===== src/rtl/utrd_pkg.sv =====
// ----------------------------------------------------------------------------
// utrd_pkg: shared definitions for the radix digit converter
// Field widths, character constants, base limits and the digit-to-ASCII map.
// ----------------------------------------------------------------------------
package utrd_pkg;

    localparam int VALUE_W      = 64;   // width of the value field
    localparam int BASE_W       = 6;    // width of the base field
    localparam int DIGIT_W      = 6;    // width of one stored remainder
    localparam int CHAR_W       = 7;    // width of an ASCII character
    localparam int COUNT_W      = 7;    // width of the digit count field

    localparam int DEF_VALUE_BITS = 64;
    localparam int DEF_MAX_DIGITS = 64;

    localparam logic [BASE_W-1:0]  BASE_MIN      = 6'd2;
    localparam logic [BASE_W-1:0]  BASE_MAX      = 6'd36;
    localparam logic [DIGIT_W-1:0] DECIMAL_LIMIT = 6'd10;
    localparam logic [CHAR_W-1:0]  CHAR_ZERO     = 7'd48;
    localparam logic [CHAR_W-1:0]  CHAR_A        = 7'd65;

    // Status of the shared divider as seen by the sequencer.
    typedef struct packed {
        logic busy;
        logic done;
    } div_status_t;

    // Maps a remainder to its ASCII digit: '0'..'9', then 'A' onward.
    function automatic logic [CHAR_W-1:0] digit_to_ascii(input logic [DIGIT_W-1:0] d);
        logic [CHAR_W-1:0] d_ext;
        d_ext = CHAR_W'(d);
        if (d < DECIMAL_LIMIT)
        begin
            return d_ext + CHAR_ZERO;
        end
        return d_ext - CHAR_W'(DECIMAL_LIMIT) + CHAR_A;
    endfunction

endpackage


===== src/rtl/utrd_ram.sv =====
// ----------------------------------------------------------------------------
// utrd_ram: generic single-port-write, single-port-read RAM
// One write and one registered read per cycle.
// ----------------------------------------------------------------------------
module utrd_ram #(
    parameter int WIDTH = 6,
    parameter int DEPTH = 64
) (
    input  logic                     clk,
    input  logic                     we,
    input  logic [$clog2(DEPTH)-1:0] waddr,
    input  logic [WIDTH-1:0]         wdata,
    input  logic                     re,
    input  logic [$clog2(DEPTH)-1:0] raddr,
    output logic [WIDTH-1:0]         rdata
);

    logic [WIDTH-1:0] mem [DEPTH];
    logic [WIDTH-1:0] rdata_reg;

    always_ff @(posedge clk)
    begin
        if (we)
        begin
            mem[waddr] <= wdata;
        end
        if (re)
        begin
            rdata_reg <= mem[raddr];
        end
    end

    assign rdata = rdata_reg;

endmodule


===== src/rtl/utrd_divider.sv =====
// ----------------------------------------------------------------------------
// utrd_divider: bit-serial restoring divider
// Divides a VALUE_BITS dividend by a small base, one quotient bit per cycle.
// ----------------------------------------------------------------------------
module utrd_divider #(
    parameter int VALUE_BITS = utrd_pkg::DEF_VALUE_BITS
) (
    input  logic                         clk,
    input  logic                         rst_n,
    input  logic                         start,
    input  logic [VALUE_BITS-1:0]        dividend,
    input  logic [utrd_pkg::BASE_W-1:0]  divisor,
    output utrd_pkg::div_status_t        status,
    output logic [VALUE_BITS-1:0]        quotient,
    output logic [utrd_pkg::DIGIT_W-1:0] remainder
);
    import utrd_pkg::*;

    localparam int CntW = $clog2(VALUE_BITS);

    logic [VALUE_BITS-1:0] q_reg, q_next;
    logic [DIGIT_W-1:0]    r_reg, r_next;
    logic [CntW-1:0]       cnt_reg;
    logic                  busy_reg;
    logic                  done_reg;
    logic [DIGIT_W:0]      shifted;
    logic [DIGIT_W:0]      diff;
    logic                  fits;

    // The partial remainder stays below the base, so one extra bit suffices.
    always_comb
    begin
        shifted = {r_reg, q_reg[VALUE_BITS-1]};
        diff    = shifted - (DIGIT_W+1)'(divisor);
        fits    = (shifted >= (DIGIT_W+1)'(divisor));
        r_next  = fits ? diff[DIGIT_W-1:0] : shifted[DIGIT_W-1:0];
        q_next  = {q_reg[VALUE_BITS-2:0], fits};
    end

    always_ff @(posedge clk or negedge rst_n)
    begin
        if (!rst_n)
        begin
            busy_reg <= 1'b0;
            done_reg <= 1'b0;
            cnt_reg  <= '0;
        end
        else
        begin
            done_reg <= 1'b0;
            if (start)
            begin
                busy_reg <= 1'b1;
                cnt_reg  <= CntW'(VALUE_BITS - 1);
            end
            else if (busy_reg)
            begin
                cnt_reg <= cnt_reg - CntW'(1);
                if (cnt_reg == '0)
                begin
                    busy_reg <= 1'b0;
                    done_reg <= 1'b1;
                end
            end
        end
    end

    always_ff @(posedge clk)
    begin
        if (start)
        begin
            q_reg <= dividend;
            r_reg <= '0;
        end
        else if (busy_reg)
        begin
            q_reg <= q_next;
            r_reg <= r_next;
        end
    end

    assign status.busy = busy_reg;
    assign status.done = done_reg;
    assign quotient    = q_reg;
    assign remainder   = r_reg;

endmodule


===== src/rtl/unsigned_to_radix_digits_unit.sv =====
// ----------------------------------------------------------------------------
// unsigned_to_radix_digits_unit: unsigned integer to ASCII digits in a base
// Each digit takes one division in the shared divider, then the first digit is
// read back from the digit store; digits then leave one per cycle while the
// sink keeps up. A new item is taken only after the last digit of the current
// one has left; the bit-serial divider sets the pace of a conversion.
// Reset: asynchronous, active low; the sequencer returns to idle, the digit store is not cleared.
// ----------------------------------------------------------------------------
module unsigned_to_radix_digits_unit #(
    parameter int VALUE_BITS = utrd_pkg::DEF_VALUE_BITS,
    parameter int MAX_DIGITS = utrd_pkg::DEF_MAX_DIGITS
) (
    input  logic                         clk,
    input  logic                         rst_n,
    // Input channel
    input  logic                         in_valid,
    output logic                         in_ready,
    input  logic [utrd_pkg::VALUE_W-1:0] value,
    input  logic [utrd_pkg::BASE_W-1:0]  base,
    // Output channel, one transfer per digit
    output logic                         out_valid,
    input  logic                         out_ready,
    output logic [utrd_pkg::CHAR_W-1:0]  digit_char,
    output logic [utrd_pkg::COUNT_W-1:0] digit_count,
    output logic                         last
);
    import utrd_pkg::*;

    localparam int AddrW  = $clog2(MAX_DIGITS);
    localparam int CountW = $clog2(MAX_DIGITS + 1);

    // Sequencer states:
    //   S_IDLE  waits for an input transfer.
    //   S_START launches one division of the remaining value by the base.
    //   S_WAIT  waits for the divider, then stores the remainder as a digit.
    //   S_READ  fetches the most significant digit from the digit store.
    //   S_SHOW  presents a digit; each output transfer fetches the next one,
    //           so digits leave back to back while the sink keeps up.
    typedef enum logic [4:0] {
        S_IDLE  = 5'b00001,
        S_START = 5'b00010,
        S_WAIT  = 5'b00100,
        S_READ  = 5'b01000,
        S_SHOW  = 5'b10000
    } state_t;

    state_t                state_reg, state_next;
    logic [VALUE_BITS-1:0] remaining_value_reg;
    logic [BASE_W-1:0]     base_reg;
    logic [CountW-1:0]     digits_found_reg, digits_found_next;
    logic [AddrW-1:0]      emit_idx_reg;
    logic [BASE_W-1:0]     base_clamped;

    // Shared divider
    logic                  div_start;
    div_status_t           div_status;
    logic [VALUE_BITS-1:0] div_quotient;
    logic [DIGIT_W-1:0]    div_remainder;

    // Digit store
    logic                  ram_we;
    logic                  ram_re;
    logic [AddrW-1:0]      ram_raddr;
    logic [DIGIT_W-1:0]    ram_rdata;

    logic                  in_xfer;
    logic                  out_xfer;
    logic                  conv_done;

    assign in_xfer  = in_valid && in_ready;
    assign out_xfer = out_valid && out_ready;

    // Bases below two act as two, bases above thirty-six act as thirty-six.
    always_comb
    begin
        if (base < BASE_MIN)
        begin
            base_clamped = BASE_MIN;
        end
        else if (base > BASE_MAX)
        begin
            base_clamped = BASE_MAX;
        end
        else
        begin
            base_clamped = base;
        end
    end

    assign digits_found_next = digits_found_reg + CountW'(1);

    // The conversion ends when the quotient reaches zero, or when the store
    // is full, in which case only the low-order digits are kept.
    assign conv_done = (div_quotient == '0) ||
                       (digits_found_next == CountW'(MAX_DIGITS));

    always_comb
    begin
        state_next = state_reg;
        unique case (state_reg)
            S_IDLE:
            begin
                if (in_valid)
                begin
                    state_next = S_START;
                end
            end
            S_START:
            begin
                state_next = S_WAIT;
            end
            S_WAIT:
            begin
                if (div_status.done)
                begin
                    state_next = conv_done ? S_READ : S_START;
                end
            end
            S_READ:
            begin
                state_next = S_SHOW;
            end
            S_SHOW:
            begin
                if (out_ready && last)
                begin
                    state_next = S_IDLE;
                end
            end
            default:
            begin
                state_next = S_IDLE;
            end
        endcase
    end

    always_ff @(posedge clk or negedge rst_n)
    begin
        if (!rst_n)
        begin
            state_reg           <= S_IDLE;
            digits_found_reg    <= '0;
            remaining_value_reg <= '0;
        end
        else
        begin
            state_reg <= state_next;
            if (in_xfer)
            begin
                remaining_value_reg <= value[VALUE_BITS-1:0];
                digits_found_reg    <= '0;
            end
            else if (state_reg == S_WAIT && div_status.done)
            begin
                remaining_value_reg <= div_quotient;
                digits_found_reg    <= digits_found_next;
            end
        end
    end

    // Payload registers: base held for the whole conversion, and the store
    // address of the digit currently shown.
    always_ff @(posedge clk)
    begin
        if (in_xfer)
        begin
            base_reg <= base_clamped;
        end
        if (state_reg == S_WAIT && div_status.done)
        begin
            emit_idx_reg <= digits_found_reg[AddrW-1:0];
        end
        else if (out_xfer && !last)
        begin
            emit_idx_reg <= emit_idx_reg - AddrW'(1);
        end
    end

    assign div_start = (state_reg == S_START);

    utrd_divider #(
        .VALUE_BITS (VALUE_BITS)
    ) u_divider (
        .clk       (clk),
        .rst_n     (rst_n),
        .start     (div_start),
        .dividend  (remaining_value_reg),
        .divisor   (base_reg),
        .status    (div_status),
        .quotient  (div_quotient),
        .remainder (div_remainder)
    );

    // Remainders go in least significant first; the read side walks the
    // addresses downward so the most significant digit leaves first.
    assign ram_we = (state_reg == S_WAIT) && div_status.done;

    always_comb
    begin
        ram_re    = 1'b0;
        ram_raddr = emit_idx_reg;
        if (state_reg == S_READ)
        begin
            ram_re = 1'b1;
        end
        else if (out_xfer && !last)
        begin
            ram_re    = 1'b1;
            ram_raddr = emit_idx_reg - AddrW'(1);
        end
    end

    utrd_ram #(
        .WIDTH (DIGIT_W),
        .DEPTH (MAX_DIGITS)
    ) u_digit_store (
        .clk   (clk),
        .we    (ram_we),
        .waddr (digits_found_reg[AddrW-1:0]),
        .wdata (div_remainder),
        .re    (ram_re),
        .raddr (ram_raddr),
        .rdata (ram_rdata)
    );

    assign in_ready    = (state_reg == S_IDLE);
    assign out_valid   = (state_reg == S_SHOW);
    assign digit_char  = digit_to_ascii(ram_rdata);
    assign digit_count = COUNT_W'(digits_found_reg);
    assign last        = (emit_idx_reg == '0);

`ifndef SYNTHESIS
    // The block never takes an item while a digit is on offer.
    assert property (@(posedge clk) disable iff (!rst_n)
        !(in_ready && out_valid))
        else $error("input accepted while a digit is pending");

    // A division is only launched on an idle divider.
    assert property (@(posedge clk) disable iff (!rst_n)
        div_start |-> !div_status.busy)
        else $error("divider restarted while busy");

    // The divider only finishes while the sequencer waits for it.
    assert property (@(posedge clk) disable iff (!rst_n)
        div_status.done |-> (state_reg == S_WAIT))
        else $error("divider result arrived outside the wait state");

    // After the final digit leaves, the block is ready for the next item.
    assert property (@(posedge clk) disable iff (!rst_n)
        (out_xfer && last) |=> in_ready)
        else $error("block not idle after the final digit");

    // The digit count never exceeds the store depth.
    assert property (@(posedge clk) disable iff (!rst_n)
        digits_found_reg <= CountW'(MAX_DIGITS))
        else $error("digit count beyond store depth");
`endif

endmodule

===== config.mk =====
export PLATFORM = sky130hd
export DESIGN_NAME = unsigned_to_radix_digits_unit
export DESIGN_NICKNAME = d
export VERILOG_FILES = /design/src/rtl/utrd_pkg.sv /design/src/rtl/utrd_ram.sv /design/src/rtl/utrd_divider.sv /design/src/rtl/unsigned_to_radix_digits_unit.sv
export SDC_FILE = /design/constraint.sdc
export NUM_CORES = 1
export LEC_CHECK = 0
export ABC_CLOCK_PERIOD_IN_PS = 3240
export BUFFER_PORTS_ARGS = -buffer_cell sky130_fd_sc_hd__buf_2
export CORE_MARGIN = 2
export CORE_UTILIZATION = 43
export DETAILED_ROUTE_END_ITERATION = 12
export SETUP_SLACK_MARGIN = 0.05
export SLEW_MARGIN = 10
export SYNTH_ARGS = -nofsm -noshare
export SYNTH_HDL_FRONTEND = slang
export SYNTH_HIERARCHICAL = 1
export SYNTH_SLANG_ARGS = --single-unit

===== constraint.sdc =====
create_clock -name clk -period 3.24 [get_ports clk]
set_input_delay 0.324 -clock clk [delete_from_list [all_inputs] [get_ports clk]]
set_output_delay 0.324 -clock clk [all_outputs]
set_load 0.05 [all_outputs]

==> results of run 1 <==
timing repair:
action                                 CTS  global route
buffers inserted                         2             6
resized for setup                       18            33
cloned                                   3             1
hold buffers                            69             0
pin swaps                                2             7
setup endpoints to repair                6            78
endpoints found under the hold margin  140             0
area by class of cell:
class | count | area (um2)
clock buffers | 79 | 1550
multi-input cells | 713 | 6660
clock inverters | 24 | 143
flip-flops and latches | 556 | 16200
well taps | 696 | 871
inverters | 88 | 334
repair buffers | 228 | 1990
fillers | 4346 | 26000
power by group:
part           total (W)  internal [W]  switching [W]
clock            0.00607       0.00339        0.00268
combinational    0.00452       0.00188        0.00264
sequential        0.0105       0.00975       0.000730
worst min path at each step:
stage,startpoint,to,cells after the start
final,base[4],base_reg[4],2
after global routing,base[4],base_reg[4],2
after CTS,base[4],base_reg[2],3
after detailed placement,u_divider/cnt_reg[4],u_divider/cnt_reg[4],2
after global placement,remaining_value_reg[48],remaining_value_reg[48],2
after floorplan,rst_n,digit_count[0],0
metal layers:
metal	global-route usage (%)	wire length (um)
met4	4.81	1170
met1	26.2	23000
met2	32.5	26800
met5	0	11
met3	3.95	3240
stage by stage:
| stage | power [W] | std cells | area, um2 | setup TNS [ns] |
|---|---|---|---|---|
| 3_3_place_gp | 0.0148 | 2200 | 24900 | -0.204 |
| 3_5_place_dp | 0.0150 | 2200 | 24900 | -0.270 |
| 4_1_cts | 0.0212 | 2377 | 27500 | 0 |
| 5_1_grt | 0.0221 | 2384 | 27700 | -0.395 |
| 2_1_floorplan | 0.0134 | 1435 | 23400 | 0 |
| 6_report | 0.0211 | 2384 | 27700 | 0 |
==> metrics.md, run 1 <==
| Metric | Value |
|---|---|
| RSZ-0062 raised after global routing | `true` |
| Pwr Density | `roughly 760 mW/mm2` |
| Worst R2R Setup Slack | `around 0.018 ns` |
| Die H | `237 um` |
| CTS tree | `done` |
| # rows | `85` |
| Setup Skew | `0.0167 ns` |
| Max IR drop VDD | `0.499 mV` |
| CP Class | `flop to flop` |
| Final net count | `roughly 1,700` |
| Hold WC Path Type | `input pin to flop` |
| Setup Viol. Count Final | `0` |
| Min Hold Slack | `0.0662 ns` |
| Maxcap violations | `0` |
| Layout Area Growth over Synthesis | `18.7%` |
| Slew HR | `a little under a third` |
| Number of global-route vias before repair | `13,900` |
| Clk_lat worst skew | `slightly above 0.6 ns` |
| Largest net degree at the start of global routing | `77` |
| Worst slew pin tran | `between 1 and 1.5 ns` |
| Final Hold Fails | `0` |
| Synthesized instance count | `~1,400` |
| CP endpoint kind | `flop` |
| Post-DP HPWL | `32,400 um` |
| Ys Warns | `6` |
| Crit path launch | `emit_idx_reg[0]` |
| Post-layout util | `between 50% and 60%` |
| First-pass GRT wire length | `around 83,000 um` |
| Clock-pin slew on the worst setup and hold paths | `about 0.06 ns` |
| R2R depth | `11` |
| Max reg flops | `384` |
| Diodes inserted | `0` |
| Final worst slack | `~0.018 ns` |
| CP max stage cell | `or4_4` |
| IO Port Bufs | `90` |
| Worst Path Max Fanout | `11` |
| Vias/cell | `5.65` |
| Lkg Pwr | `between 9 and 10 nW` |
| CP arrival | `roughly 3.6 ns` |
| Reg2reg start | `emit_idx_reg[0]` |
| Overall die width | `between 200 and 250 um` |
| Final worst-path cycle share | `~99%` |
| DRT iter0 DRCs | `roughly 1,200` |
| I/O pin total | `91` |
| Via count | `roughly 13,000` |
| CP Capture Point | `u_digit_store/rdata[0]` |
| Bufs and invs on worst path | `2` |
| Number of antenna violations at the first check in global routing | `1` |
| Overflow after GRT | `0` |
| Status | `complete, no violations` |
| Clock Tree Buf Depth | `3` |
| Commonest non-fill, non-tap cell in the layout | `edfxtp_1` |
| DRT antenna net count | `0` |
| CP top delay family | `simple AND/OR/NAND/NOR gates` |
| Fmax | `a little over 0.3 GHz` |
| Worst Setup Start Kind | `flop` |
| Full die area | `0.0562 mm2` |
| Post-Route WL | `between 50,000 and 60,000 um` |
| Worst slack, placed | `-0.111 ns` |
| Min cycle time layout | `around 3.2 ns` |
| Worst R2R End | `u_digit_store/rdata[0]` |
| Initial core utilization | `between 40 and 50%` |
| Most frequent cells in the layout | `460 x edfxtp_1, 91 x nor2_1, 89 x buf_2` |
| Layout cells sized above 1 | `a little over a quarter` |
| Average wire per standard cell | `about 23 um` |
| GPL Wtd Cong | `between 0.8 and 0.9` |
| Total GRT Usage | `around a fifth` |
| Root Driver | `clkbuf_16` |
| Number of CTS-inserted buffers | `56` |
| Crit path depth | `11` |
| Core Region | `between 0.05 and 0.06 mm2` |
| Clk sink count | `approximately 560` |
| DR pass1 iterations | `5` |
| H-Tree Depth | `2` |
| CP Data Required Time | `3.60 ns` |
| Drc violations | `0` |
| Largest stage delay on the critical path | `around 0.57 ns` |
| Critical Path, Cell by Cell | `inv_1, ha_1, nor2b_2, a21bo_4, or4_4, nand2_8, buf_6, and3b_1, a221oi_1, nand3_1, a32o_1` |
| Mapped Nets | `1,525` |
| Slew Viols, Final | `0` |
| Avg Synthesized Cell Area | `approximately 16 um2` |
| Mapped Area | `around 0.023 mm2` |
No activity file was read; power rests on OpenSTA's default activity.
==> run 2: changes to the inputs <==
--- a/config.mk
+++ b/config.mk
@@ -5,6 +5,7 @@
 export SDC_FILE = /design/constraint.sdc
 export NUM_CORES = 1
 export LEC_CHECK = 0
+export ABC_AREA = 1
 export ABC_CLOCK_PERIOD_IN_PS = 3240
 export BUFFER_PORTS_ARGS = -buffer_cell sky130_fd_sc_hd__buf_2
 export CORE_MARGIN = 2
==> constraint.sdc (replaced) <==
create_clock -name clk -period 3.24 [get_ports clk]
set_input_delay 0.324 -clock clk [delete_from_list [all_inputs] [get_ports clk]]
set_output_delay 0.324 -clock clk [all_outputs]
set_load 0.02 [all_outputs]
==> metrics.md, run 2 <==
| Metric | Value |
|---|---|
| Multi-input logic area | `0.00715 mm2 (was 0.00666 mm2)` |
| Number of antenna violations at the first check in global routing | `1 (unchanged)` |
| Root Driver | `clkbuf_16 (unchanged)` |
| Pwr Density | `751 mW/mm2 (was 760 mW/mm2)` |
| Crit path launch | `emit_idx_reg[1] (was emit_idx_reg[0])` |
| Worst R2R End | `u_digit_store/rdata[5] (was u_digit_store/rdata[0])` |
| Slew HR | `35.7% (was 30.1%)` |
| IO Port Bufs | `90 (unchanged)` |
| GPL Wtd Cong | `0.823 (was 0.801)` |
| Overall die width | `241 um (was 237 um)` |
| Avg Synthesized Cell Area | `10.1 um2 (was 16.3 um2)` |
| CP Data Required Time | `3.72 ns (was 3.60 ns)` |
| Worst hold start | `base[4] (unchanged)` |
| Most frequent cells in the layout | `987 x nand2_1, 460 x edfxtp_1, 412 x nand3_1 (was 460 x edfxtp_1, 91 x nor2_1, 89 x buf_2)` |
| Number of fill cells in the layout | `4,932 (was 4,346)` |
| Fmax | `0.338 GHz (was 0.310 GHz)` |
| Post-DP HPWL | `35,500 um (was 32,400 um)` |
| Setup Viol. Count Final | `0 (unchanged)` |
| Ys Warns | `6 (unchanged)` |
| Final worst slack | `0.283 ns (was 0.0180 ns)` |
| CP endpoint kind | `flop (unchanged)` |
| Core Region | `0.0554 mm2 (was 0.0537 mm2)` |
| # rows | `86 (was 85)` |
| Hold Crit Endpoint | `base_reg[4] (unchanged)` |
| DRT iter0 DRCs | `1,575 (was 1,180)` |
| Sequential standard cell area | `0.0162 mm2 (about the same)` |
| Average wire per standard cell | `18.2 um (was 22.8 um)` |
| Total GRT Usage | `20.9% (was 19.4%)` |
| Overflow after GRT | `0 (unchanged)` |
| Worst Setup Start Kind | `flop (unchanged)` |
| Hold path cells | `3 (was 2)` |
| Synthesized instance count | `2,396 (was 1,435)` |
| CP Class | `flop to flop (unchanged)` |
| Dpl cells | `3,157 (was 2,200)` |
| DR pass1 iterations | `5 (unchanged)` |
| Reg2reg start | `emit_idx_reg[1] (was emit_idx_reg[0])` |
| Post-Layout Cell Count | `3,339 (was 2,384)` |
| Drc violations | `0 (unchanged)` |
| Number of global-route vias before repair | `17,100 (was 13,900)` |
| Maxcap violations | `0 (unchanged)` |
| Largest stage delay on the critical path | `0.42 ns (was 0.57 ns)` |
| I/O pin total | `91 (unchanged)` |
| Clock-pin slew on the worst setup and hold paths | `0.06 ns (about the same)` |
| Clock Tree Buf Depth | `3 (unchanged)` |
| H-Tree Depth | `2 (unchanged)` |
| RSZ-0062 raised after global routing | `false (was true)` |
| Layout cells sized above 1 | `10.5% (was 26.9%)` |
| DRT antenna net count | `0 (unchanged)` |
| Commonest non-fill, non-tap cell in the layout | `nand2_1 (was edfxtp_1)` |
| Final net count | `2,630 (was 1,733)` |
| Worst slew pin tran | `0.958 ns (was 1.05 ns)` |
| Via count | `17,500 (was 13,500)` |
| Hold WC Path Type | `input pin to flop (unchanged)` |
| First-pass GRT wire length | `94,500 um (was 83,300 um)` |
| Setup Skew | `0.0250 ns (was 0.0167 ns)` |
| Clk sink count | `556 (unchanged)` |
| Final worst-path cycle share | `91.3% (was 99.4%)` |
| Vias/cell | `5.25 (was 5.65)` |
| Max IR drop VDD | `0.499 mV (about the same)` |
| CP arrival | `3.44 ns (was 3.58 ns)` |
| CTS tree | `done (unchanged)` |
| Final setup TNS | `0 ns (unchanged)` |
| Clk_lat worst skew | `0.62 ns (was 0.61 ns)` |
| Number of CTS-inserted buffers | `59 (was 56)` |
| Lkg Pwr | `11.3 nW (was 9.84 nW)` |
| Largest net degree at the start of global routing | `121 (was 77)` |
| R2R depth | `15 (was 11)` |
| Min cycle time layout | `2.96 ns (was 3.22 ns)` |
| Status | `complete, no violations (unchanged)` |
| Full die area | `0.0582 mm2 (was 0.0562 mm2)` |
| Layout Area Growth over Synthesis | `16.2% (was 18.7%)` |
| Final Hold Fails | `0 (unchanged)` |
| Post-Route WL | `60,700 um (was 54,200 um)` |
| Max reg flops | `384 (unchanged)` |
| Slew Viols, Final | `0 (unchanged)` |
| Worst R2R Setup Slack | `0.28 ns (was 0.02 ns)` |
| Die H | `241 um (was 237 um)` |
| Worst slack, placed | `0.142 ns (was -0.111 ns)` |
| CP max stage cell | `buf_6 (was or4_4)` |
| Critical Path, Cell by Cell | `inv_1, ha_1, nand4_1, nand3_4, xor2_4, buf_4, buf_6, nand2_1, nand3_1, nand3_1, nand2_1, nand2_1, nand3_1, nand3_1, nand2_1 (was inv_1, ha_1, nor2b_2, a21bo_4, or4_4, nand2_8, buf_6, and3b_1, a221oi_1, nand3_1, a32o_1)` |
| Mapped Area | `0.0242 mm2 (was 0.0233 mm2)` |
| Initial core utilization | `43.7% (was 43.5%)` |
| Mapped Nets | `2,486 (was 1,525)` |
| Worst Path Max Fanout | `60 (was 11)` |
| Post-layout util | `50.8% (was 51.6%)` |
[run 2: repair_timing]
item,in CTS,in global routing
resized for setup,0,6
endpoints found under the setup margin,0,6
buffers inserted,0,2
hold endpoints to repair,118,0
hold buffers,67,0
[run 2: worst max-delay path by stage]
stage,to,slack [ns],cells past startpoint
after detailed placement,u_digit_store/rdata[5],0.14,15
after global routing,u_digit_store/rdata[4],0.09,15
final,u_digit_store/rdata[5],0.28,15
after global placement,u_digit_store/rdata[4],0.19,15
after CTS,u_digit_store/rdata[4],0.11,15
after floorplan,u_digit_store/mem[48][0],0.54,8
[run 2: cell type report]
cell class                 instances  share of cell area, %
timing repair buffer             208                   5.90
clock buffer                      71                   5.48
inverter                          78                   1.06
antenna                            1                0.00890
tap                              748                   3.33
clock inverter                    40                   1.33
multi-input combinational       1637                   25.4
sequential                       556                   57.5
[run 2: report_power, final]
group | total [W] | switching, W | internal [W] | leakage, nW
clock | 0.00665 | 0.00278 | 0.00387 | 0.939
sequential | 0.0104 | 0.000657 | 0.00975 | 5.37
combinational | 0.00406 | 0.00290 | 0.00116 | 4.94
total | 0.0211 | 0.00634 | 0.0148 | 11.3
[run 2: through the flow]
stage               power [W]  instance area [um2]  hold WS [ns]
floorplan              0.0131                24200        0.0284
global placement       0.0144                25500         0.445
detailed placement     0.0146                25500         0.444
CTS                    0.0213                28100        0.0154
global route           0.0222                28100        0.0283
finish                 0.0211                28100        0.0374
[run 2: critical path, delay by kind of cell, from the launching register on]
family / cells / cell delay (ns)
and+or+nand+nor: 10 / 1.23
buffers and inverters: 3 / 0.68
DFF: 1 / 0.38
xor gates and xnor gates: 1 / 0.33
adders and majority gates: 1 / 0.18
[run 2: per-layer routing]
layer	vias to the layer above	track usage [%]	wire length, um	part of all wire [%]
li1	8389	-	-	-
met1	8417	28.8	26100	43
met2	619	34.4	28800	48
met3	96	3.49	4190	6.9
met4	0	5.97	1490	2.5
met5	-	0	0	0
